File: src/sv/sws_pkg.sv
// ----------------------------------------------------------------------------
// sws_pkg
// shared constants, codes and types of the sliding window sender
// ----------------------------------------------------------------------------
package sws_pkg;

    // window slot table
    localparam int SLOTS      = 8;
    localparam int SLOT_W     = (SLOTS > 1) ? $clog2(SLOTS) : 1;
    localparam int SEQ_W      = 16;
    localparam int FRAME_W    = 16;
    localparam int WIN_W      = 7;
    localparam int SLOT_OUT_W = 6;

    // configuration port
    localparam int APB_ADDR_W = 3;
    localparam int APB_DATA_W = 32;

    localparam logic REG_WINDOW = 1'b0;
    localparam logic REG_MAXSEQ = 1'b1;

    localparam logic [WIN_W-1:0] WIN_RESET    = 7'd8;
    localparam logic [SEQ_W-1:0] MAXSEQ_RESET = 16'hFFFF;

    // operation codes of an input beat
    localparam logic OP_SEND = 1'b0;
    localparam logic OP_ACK  = 1'b1;

    // token that walks the cell chain looking for a slot
    typedef struct packed {
        logic              valid;
        logic              free_found;
        logic              any;
        logic [SLOT_W-1:0] idx;
        logic [SEQ_W-1:0]  seq;
    } t_carry;

    // broadcast write of a granted frame
    typedef struct packed {
        logic               en;
        logic [SLOT_W-1:0]  idx;
        logic [SEQ_W-1:0]   seq;
        logic [FRAME_W-1:0] frame;
    } t_slot_wr;

    // broadcast ack mark
    typedef struct packed {
        logic             en;
        logic [SEQ_W-1:0] target;
    } t_mark;

    typedef enum logic [1:0] {
        ST_IDLE,
        ST_SEARCH,
        ST_ADVANCE,
        ST_FINISH
    } t_state;

endpackage

File: src/sv/sliding_window_sender_unit.sv
// ----------------------------------------------------------------------------
// sliding_window_sender_unit
// sender side of a sliding window protocol with a row of window slot cells
// ----------------------------------------------------------------------------
// Each input beat is either a send request or an acknowledgement, and each
// gives exactly one result beat. The block works on one beat at a time; the
// input is stalled while it is busy, but a result waiting at the output does
// not stop the next beat from being taken. A send that is refused (window
// full or max_sequence reached) goes straight to the finish state. A granted
// send runs a search: a search token walks the row of slot cells one cell per
// cycle to find the first free slot or else the oldest one. For an ack, the
// ack mark is applied to all cells at once, then last_acked moves over
// contiguous acked slots, one slot per cycle, at most SLOTS steps.
// Configuration lives at byte address 0 (window_size) and 4 (max_sequence)
// and must only be written while the block is idle.
// ----------------------------------------------------------------------------
module sliding_window_sender_unit
    import sws_pkg::*;
(
    input  logic                  i_clk,
    input  logic                  i_rst_n,

    // input channel
    input  logic                  i_valid,
    output logic                  o_stall,
    input  logic                  i_operation,
    input  logic [FRAME_W-1:0]    i_frame_number,
    input  logic [SEQ_W-1:0]      i_ack_next,

    // output channel
    output logic                  o_valid,
    input  logic                  i_stall,
    output logic                  o_granted,
    output logic [SEQ_W-1:0]      o_sent_sequence,
    output logic [SLOT_OUT_W-1:0] o_slot_used,
    output logic [SEQ_W-1:0]      o_last_acked,

    // configuration port
    input  logic                  psel,
    input  logic                  penable,
    input  logic                  pwrite,
    input  logic [APB_ADDR_W-1:0] paddr,
    input  logic [APB_DATA_W-1:0] pwdata,
    output logic [APB_DATA_W-1:0] prdata,
    output logic                  pready
);

    localparam logic [SLOT_W-1:0] LAST_STEP = SLOT_W'(SLOTS - 1);

    // configuration registers
    logic [WIN_W-1:0] r_win;
    logic [SEQ_W-1:0] r_max;

    // protocol state
    t_state              r_state, n_state;
    logic [SEQ_W-1:0]    r_lar, n_lar;        // last acknowledged
    logic [SEQ_W-1:0]    r_lfs, n_lfs;        // last sent
    logic                r_launch, n_launch;  // token into cell 0
    logic [SLOT_W-1:0]   r_step, n_step;      // ack advance steps taken
    logic [FRAME_W-1:0]  r_frame, n_frame;

    // pending result
    logic                  r_res_granted, n_res_granted;
    logic [SEQ_W-1:0]      r_res_seq, n_res_seq;
    logic [SLOT_OUT_W-1:0] r_res_slot, n_res_slot;

    // output register
    logic                  r_out_valid;
    logic                  r_out_granted;
    logic [SEQ_W-1:0]      r_out_seq;
    logic [SLOT_OUT_W-1:0] r_out_slot;
    logic [SEQ_W-1:0]      r_out_last;

    // cell row
    t_carry           w_carry [SLOTS+1];
    logic [SLOTS-1:0] w_hit;
    logic [SLOTS-1:0] w_active;
    logic [SLOTS:0]   w_chain_valid;
    t_slot_wr         w_wr;
    t_mark            w_mark;
    logic [SEQ_W-1:0] w_want;

    logic             w_cfg_wr;
    logic             w_out_free;
    logic             w_load_out;
    logic [WIN_W-1:0] w_act_cnt;
    logic [SEQ_W-1:0] w_outstanding;
    logic             w_grant_ok;

    // ------------------------------------------------------------------
    // configuration port, zero wait state
    // ------------------------------------------------------------------
    assign pready   = 1'b1;
    assign w_cfg_wr = psel && penable && pwrite && pready;

    always_ff @(posedge i_clk) begin
        if (!i_rst_n) begin
            r_win <= WIN_RESET;
            r_max <= MAXSEQ_RESET;
        end else if (w_cfg_wr) begin
            case (paddr[2])
                REG_WINDOW: r_win <= pwdata[WIN_W-1:0];
                REG_MAXSEQ: r_max <= pwdata[SEQ_W-1:0];
                default: ;
            endcase
        end
    end

    always_comb begin
        case (paddr[2])
            REG_WINDOW: prdata = {{(APB_DATA_W-WIN_W){1'b0}}, r_win};
            REG_MAXSEQ: prdata = {{(APB_DATA_W-SEQ_W){1'b0}}, r_max};
            default:    prdata = '0;
        endcase
    end

    // ------------------------------------------------------------------
    // window bookkeeping
    // ------------------------------------------------------------------
    // slots at or beyond window_size sit out of placement and acks
    always_comb begin
        for (int i = 0; i < SLOTS; i++) begin
            w_active[i] = (r_win > WIN_W'(i));
        end
    end

    assign w_act_cnt     = (r_win > WIN_W'(SLOTS)) ? WIN_W'(SLOTS) : r_win;
    assign w_outstanding = (r_lfs >= r_lar) ? (r_lfs - r_lar) : '0;
    assign w_grant_ok    = (r_lfs < r_max)
                           && (w_outstanding < {{(SEQ_W-WIN_W){1'b0}}, w_act_cnt});

    assign w_want     = r_lar + SEQ_W'(1);
    assign w_out_free = !r_out_valid || !i_stall;

    // ------------------------------------------------------------------
    // sequencer
    // ------------------------------------------------------------------
    always_comb begin
        n_state       = r_state;
        n_lar         = r_lar;
        n_lfs         = r_lfs;
        n_launch      = 1'b0;
        n_step        = r_step;
        n_frame       = r_frame;
        n_res_granted = r_res_granted;
        n_res_seq     = r_res_seq;
        n_res_slot    = r_res_slot;
        w_wr          = '0;
        w_mark        = '0;
        w_load_out    = 1'b0;

        case (r_state)
            ST_IDLE: begin
                if (i_valid) begin
                    n_res_granted = 1'b0;
                    n_res_seq     = '0;
                    n_res_slot    = '0;
                    if (i_operation == OP_ACK) begin
                        // mark every matching cell at the accept edge
                        w_mark.en     = 1'b1;
                        w_mark.target = i_ack_next - SEQ_W'(1);
                        n_step        = '0;
                        n_state       = ST_ADVANCE;
                    end else if (w_grant_ok) begin
                        n_lfs         = r_lfs + SEQ_W'(1);
                        n_res_granted = 1'b1;
                        n_res_seq     = r_lfs + SEQ_W'(1);
                        n_frame       = i_frame_number;
                        n_launch      = 1'b1;
                        n_state       = ST_SEARCH;
                    end else begin
                        n_state = ST_FINISH;
                    end
                end
            end

            ST_SEARCH: begin
                // token has left the last cell: write the chosen slot
                if (w_carry[SLOTS].valid) begin
                    w_wr.en    = 1'b1;
                    w_wr.idx   = w_carry[SLOTS].idx;
                    w_wr.seq   = r_res_seq;
                    w_wr.frame = r_frame;
                    n_res_slot = SLOT_OUT_W'(w_carry[SLOTS].idx);
                    n_state    = ST_FINISH;
                end
            end

            ST_ADVANCE: begin
                if (|w_hit) begin
                    n_lar = w_want;
                    if (r_step == LAST_STEP) begin
                        n_state = ST_FINISH;
                    end else begin
                        n_step = r_step + SLOT_W'(1);
                    end
                end else begin
                    n_state = ST_FINISH;
                end
            end

            ST_FINISH: begin
                if (w_out_free) begin
                    w_load_out = 1'b1;
                    n_state    = ST_IDLE;
                end
            end

            default: begin
                n_state = ST_IDLE;
            end
        endcase
    end

    always_ff @(posedge i_clk) begin
        if (!i_rst_n) begin
            r_state  <= ST_IDLE;
            r_lar    <= '0;
            r_lfs    <= '0;
            r_launch <= 1'b0;
            r_step   <= '0;
        end else begin
            r_state  <= n_state;
            r_lar    <= n_lar;
            r_lfs    <= n_lfs;
            r_launch <= n_launch;
            r_step   <= n_step;
        end
    end

    always_ff @(posedge i_clk) begin
        r_frame       <= n_frame;
        r_res_granted <= n_res_granted;
        r_res_seq     <= n_res_seq;
        r_res_slot    <= n_res_slot;
    end

    // ------------------------------------------------------------------
    // output register, loads when empty or while the previous beat is taken
    // ------------------------------------------------------------------
    always_ff @(posedge i_clk) begin
        if (!i_rst_n) begin
            r_out_valid <= 1'b0;
        end else if (w_load_out) begin
            r_out_valid <= 1'b1;
        end else if (!i_stall) begin
            r_out_valid <= 1'b0;
        end
    end

    always_ff @(posedge i_clk) begin
        if (w_load_out) begin
            r_out_granted <= r_res_granted;
            r_out_seq     <= r_res_seq;
            r_out_slot    <= r_res_slot;
            r_out_last    <= r_lar;
        end
    end

    assign o_stall         = (r_state != ST_IDLE);
    assign o_valid         = r_out_valid;
    assign o_granted       = r_out_granted;
    assign o_sent_sequence = r_out_seq;
    assign o_slot_used     = r_out_slot;
    assign o_last_acked    = r_out_last;

    // ------------------------------------------------------------------
    // row of slot cells
    // ------------------------------------------------------------------
    always_comb begin
        w_carry[0]            = '0;
        w_carry[0].valid      = r_launch;
    end

    genvar g;
    generate
        for (g = 0; g < SLOTS; g++) begin : g_cell
            sws_cell u_cell (
                .i_clk    (i_clk),
                .i_rst_n  (i_rst_n),
                .i_idx    (SLOT_W'(g)),
                .i_active (w_active[g]),
                .i_carry  (w_carry[g]),
                .o_carry  (w_carry[g+1]),
                .i_wr     (w_wr),
                .i_mark   (w_mark),
                .i_want   (w_want),
                .o_hit    (w_hit[g])
            );
        end
    endgenerate

    always_comb begin
        for (int i = 0; i <= SLOTS; i++) begin
            w_chain_valid[i] = w_carry[i].valid;
        end
    end

    // ------------------------------------------------------------------
    // checks
    // ------------------------------------------------------------------
    // a single search token in flight at most
    a_one_token: assert property (@(posedge i_clk) disable iff (!i_rst_n)
        $onehot0(w_chain_valid))
        else $error("more than one search token in the cell row");

    // the token only exists while a search runs
    a_token_in_search: assert property (@(posedge i_clk) disable iff (!i_rst_n)
        (|w_chain_valid) |-> (r_state == ST_SEARCH))
        else $error("search token outside a search");

    // acks never run past what was sent
    a_lar_bound: assert property (@(posedge i_clk) disable iff (!i_rst_n)
        r_lar <= r_lfs)
        else $error("last acked beyond last sent");

    // a grant always carries a nonzero sequence
    a_grant_seq: assert property (@(posedge i_clk) disable iff (!i_rst_n)
        (o_valid && o_granted) |-> (o_sent_sequence != '0))
        else $error("granted beat with zero sequence");

    // a granted send bumps last sent by exactly one
    a_send_step: assert property (@(posedge i_clk) disable iff (!i_rst_n)
        (r_state == ST_IDLE && i_valid && i_operation == OP_SEND && w_grant_ok)
        |=> (r_lfs == $past(r_lfs) + SEQ_W'(1)))
        else $error("last sent did not step by one on a grant");

endmodule

File: src/sv/sws_cell.sv
// ----------------------------------------------------------------------------
// sws_cell
// one window slot: holds sequence, frame and marks, takes part in the
// slot search token and answers ack compares
// ----------------------------------------------------------------------------
module sws_cell
    import sws_pkg::*;
(
    input  logic              i_clk,
    input  logic              i_rst_n,
    input  logic [SLOT_W-1:0] i_idx,
    input  logic              i_active,
    input  t_carry            i_carry,
    output t_carry            o_carry,
    input  t_slot_wr          i_wr,
    input  t_mark             i_mark,
    input  logic [SEQ_W-1:0]  i_want,
    output logic              o_hit
);

    logic [SEQ_W-1:0]   r_seq;
    logic [FRAME_W-1:0] r_frame;
    logic               r_acked;
    logic               r_occupied;
    t_carry             r_carry;
    t_carry             n_carry;

    // first free slot wins, else smallest sequence, lowest index on a tie
    always_comb begin
        n_carry = i_carry;
        if (i_carry.valid && i_active && !i_carry.free_found) begin
            if (!r_occupied) begin
                n_carry.free_found = 1'b1;
                n_carry.idx        = i_idx;
            end else if (!i_carry.any || (r_seq < i_carry.seq)) begin
                n_carry.any = 1'b1;
                n_carry.idx = i_idx;
                n_carry.seq = r_seq;
            end
        end
    end

    always_ff @(posedge i_clk) begin
        if (!i_rst_n) begin
            r_carry.valid <= 1'b0;
        end else begin
            r_carry.valid <= n_carry.valid;
        end
        r_carry.free_found <= n_carry.free_found;
        r_carry.any        <= n_carry.any;
        r_carry.idx        <= n_carry.idx;
        r_carry.seq        <= n_carry.seq;
    end

    always_ff @(posedge i_clk) begin
        if (!i_rst_n) begin
            r_seq      <= '0;
            r_acked    <= 1'b0;
            r_occupied <= 1'b0;
        end else if (i_wr.en && (i_wr.idx == i_idx)) begin
            r_seq      <= i_wr.seq;
            r_acked    <= 1'b0;
            r_occupied <= 1'b1;
        end else if (i_mark.en && i_active && r_occupied && (r_seq == i_mark.target)) begin
            r_acked <= 1'b1;
        end
    end

    always_ff @(posedge i_clk) begin
        if (i_wr.en && (i_wr.idx == i_idx)) begin
            r_frame <= i_wr.frame;
        end
    end

    assign o_carry = r_carry;
    assign o_hit   = i_active && r_occupied && r_acked && (r_seq == i_want)
                     && (r_frame == r_frame);

endmodule

File: config.mk
export PLATFORM = sky130hd
export DESIGN_NAME = sliding_window_sender_unit
export DESIGN_NICKNAME = d
export VERILOG_FILES = /design/src/sv/sws_pkg.sv /design/src/sv/sliding_window_sender_unit.sv /design/src/sv/sws_cell.sv
export SDC_FILE = /design/constraint.sdc
export NUM_CORES = 1
export LEC_CHECK = 0
export BUFFER_PORTS_ARGS = -buffer_cell sky130_fd_sc_hd__buf_2
export CORE_ASPECT_RATIO = 1.2
export CORE_MARGIN = 3
export CORE_UTILIZATION = 25
export CTS_CLUSTER_SIZE = 20
export DETAILED_ROUTE_END_ITERATION = 6
export PLACE_DENSITY = 0.53
export SLEW_MARGIN = 15
export SYNTH_ARGS = -nofsm -noshare
export SYNTH_HDL_FRONTEND = slang
export SYNTH_HIERARCHICAL = 1
export SYNTH_SLANG_ARGS = --single-unit
export TNS_END_PERCENT = 20
File: constraint.sdc
create_clock -name i_clk -period 4.6 [get_ports i_clk]
set_input_delay 0.23 -clock i_clk [delete_from_list [all_inputs] [get_ports i_clk]]
set_output_delay 0.23 -clock i_clk [all_outputs]
set_load 0.02 [all_outputs]
==> flow_summary_export.csv <==
group,metric,value,unit
run_status,status,"finished, final reports clean",
placement,dpl.hpwl,55600,um
pwr,ir_drop,245.7,uV
floorplan,io_pins,149,
timing,final-hold-violation-count,0,
floorplan,fp.dieH,345.8,um
drt,totalWireLength,74470,um
placement,routabilityCongestion,0.8600,
critical_path,critPathKind,"flop to flop",
pwr,p_clk_share,47.1,%
critical_path,ff2ff_path_depth,24,
global_routing,first_global_vias,17415,
critical_path,crit_chain,"ha_1, and3_1, and3_1, and3_1, and3_1, nand3_1, nor3_1, xnor2_1, buf_12, buf_4, xnor2_1, nand4_1, or4_1, nor4_2, buf_4, nor4_4, buf_4, nand2_1, nand2_1, nor2_2, a311oi_2, nand4_1, o31ai_1, a41o_1",
pwr,p_leak,12.77,nW
cts,insertion_delay,0.62,ns
placement,dp_cells,3876,
drt,drcViolationCount,0,
floorplan,core_area,95420,um^2
worst_hold_path,hold_depth,4,
timing,fmax,0.2331,GHz
drt,wl_per_cell,18.57,um
timing,slew_viol_final,0,
yosys,netlist_instances,2399,
floorplan,die-area,100000,um^2
run,max-cap-violations,0,
timing,tightest_slew,1.107,ns
global_routing,antenna_found_initial,4,
critical_path,reg2reg_slack,0.31,ns
global_routing,overflow,0,
drt,routed_via_density,4.433,
critical_path,cp_num_buf_inv,4,
critical_path,cp.arrival,4.80,ns
placement,numPortBuffers,94,
critical_path,crit_start,"r_lar[1]$_SDFFE_PN0P_",
placement,pre_cts_slack,-0.3867,ns
pwr,finalPower,9.791,mW
drt,ant_nets,0,
cts,cts_buffers,52,
cts,cts.clk_slew.worst_paths,0.06,ns
pwr,internal_power,7.261,mW
pwr,p_switching,2.530,mW
pwr,sw_frac_of_total,25.84,%
worst_hold_path,worstHoldPathType,"primary input to flop",
critical_path,cp_common_cell,"and3_1",
drt,vias,17779,
timing,slew_headroom,26.23,%
timing,setup-violations-final,0,
final_layout,drive_above_1_share,18.76,%
yosys,synth_warnings,6,
pwr,power_frac_comb,11.7,%
timing,finalCritPeriodShare,93.25,%
critical_path,path_delay_family,"simple AND/OR/NAND/NOR gates",
critical_path,cp.required,5.12,ns
pwr,p_per_area,334.8,nW/um^2
yosys,synth_area,24060,um^2
critical_path,end_kind,"flop",
critical_path,slowest_delay,0.49,ns
timing,period_minus_slack,4.289,ns
final_layout,nets,2950,
worst_hold_path,whs_endpoint,"r_state[0]$_SDFFE_PN0P_",
global_routing,grt_pass1_wl,109900,um
critical_path,slowest_stage,"or4_1",
global_routing,grtUsageTotal,14.65,%
critical_path,path_max_fanout,5,
global_routing,grt_max_degree,163,
timing,finalWorstSetupSlack,0.3107,ns
floorplan,rows,124,
drt,drt_first_iter_violations,971,
timing,rsz0062_at_grt,"no",
timing,fin_worst_skew,0.02528,ns
cts,clock_tree.buffer_depth,3,
yosys,syn_avg_cell_area,10.03,um^2
cts,htreeDepth,2,
cts,cts_tree,"yes",
pwr,pwr-share-seq,41.2,%
critical_path,timing.rr.end,"r_state[1]$_SDFFE_PN0P_",
drt,first_pass_iters,5,
worst_hold_path,min_from,"i_operation",
floorplan,dieWidth,289.2,um
cts,clkSinkCount,420,
critical_path,startpoint_type,"flop",
final_layout,fin_cells,4011,
critical_path,rr_startpoint,"r_lar[1]$_SDFFE_PN0P_",
final_layout,area_delta_synth_final,21.57,%
cts,cts-root-buf,"clkbuf_16",
floorplan,initial_core_util,25.21,%
## per-stage QoR
| stage | TNS (ns) | hold WS, ns | cell area (um^2) | util [%] |
|---|---|---|---|---|
| after floorplan | 0 | 0.3542 | 24470 | - |
| after global placement | -0.6845 | 0.4071 | 26820 | 28.11 |
| after detailed placement | -0.7176 | 0.4057 | 26820 | 28.11 |
| after CTS | 0 | 0.1182 | 29130 | 30.53 |
| after global routing | 0 | 0.2197 | 29240 | 30.65 |
| final | 0 | 0.1931 | 29250 | 30.65 |
## placed cells by master, fill, tap and decap left out, types with 18 or more instances in the layout
| cell type | instances |
|---|---|
| nand4_1 | 79 |
| mux2_4 | 70 |
| nand3_1 | 36 |
| mux2i_1 | 137 |
| and3_1 | 32 |
| o211ai_1 | 19 |
| nand2b_1 | 18 |
| nor2_1 | 106 |
| o21ai_0 | 32 |
| xor2_1 | 38 |
| mux2_2 | 73 |
| nand2_1 | 136 |
| inv_1 | 175 |
| edfxtp_1 | 56 |
| buf_4 | 96 |
| or4_1 | 18 |
| conb_1 | 111 |
| dlygate4sd3_1 | 31 |
| a21oi_1 | 84 |
| buf_2 | 93 |
| ha_1 | 166 |
| xnor2_1 | 305 |
| dfxtp_1 | 362 |
| clkbuf_16 | 55 |
| nor2b_1 | 140 |
## power groups by stage
stage	sequential [mW]	combinational [mW]	clock, mW
2_1_floorplan	4.10	0.727	0
3_3_place_gp	4.12	1.10	0
3_5_place_dp	4.12	1.10	0
4_1_cts	4.04	1.13	4.72
5_1_grt	4.05	1.24	4.87
6_report	4.03	1.14	4.62
## how the worst max path moves through the flow
stage                              endpoint  cells after the start
global placement    r_state[0]$_SDFFE_PN0P_                     25
global route         r_lar[14]$_SDFFE_PN0P_                     23
floorplan             r_lar[9]$_SDFFE_PN0P_                     20
finish              r_state[1]$_SDFFE_PN0P_                     24
CTS                 r_state[1]$_SDFFE_PN0P_                     25
detailed placement  r_state[0]$_SDFFE_PN0P_                     25
## flip-flops by register name, indices dropped and copies added (netlist names), 3 cells and up
register and count:
g_cell.u_cell/o_carry 158, g_cell.u_cell/r_seq 128, o_last_acked 16, o_sent_sequence 16, r_lar 16, r_lfs 16, r_max 16, r_res_seq 16
g_cell.u_cell/r_acked 8, g_cell.u_cell/r_occupied 8, r_win 7, o_slot_used 3, r_res_slot 3, r_step 3
## per-layer routing
metal  GRT usage (%)  routed length [um]  vias up
li1                -                   -     8810
met1           18.53               32420     8416
met2           24.33               35030      408
met3           2.459                3592      145
met4           6.462                3436        0
met5               0                   0        -
## what timing repair did
item,in CTS,in global routing
setup buffers,0,6
hold buffers,31,0
endpoints found under the hold margin,30,0
setup endpoints to repair,16,46
resized for setup,9,15
pin swaps,0,6
cloned,0,1
## tightest hold or removal path, stage by stage
cell and delay (ns):
buf_2 0.18, o21ai_0 0.21, mux2i_1 0.08, nor2_1 0.08
## cell type report
| class | instances | area (um^2) |
|---|---|---|
| antenna | 1 | 2.502 |
| clock buffer | 63 | 1416 |
| clock inverter | 33 | 523.0 |
| fill | 9962 | 66170 |
| inverter | 177 | 664.4 |
| multi-input combinational | 1827 | 14410 |
| sequential | 420 | 8971 |
| tap | 1260 | 1577 |
| timing repair buffer | 230 | 1688 |
Power figures use the tool's default switching activity.
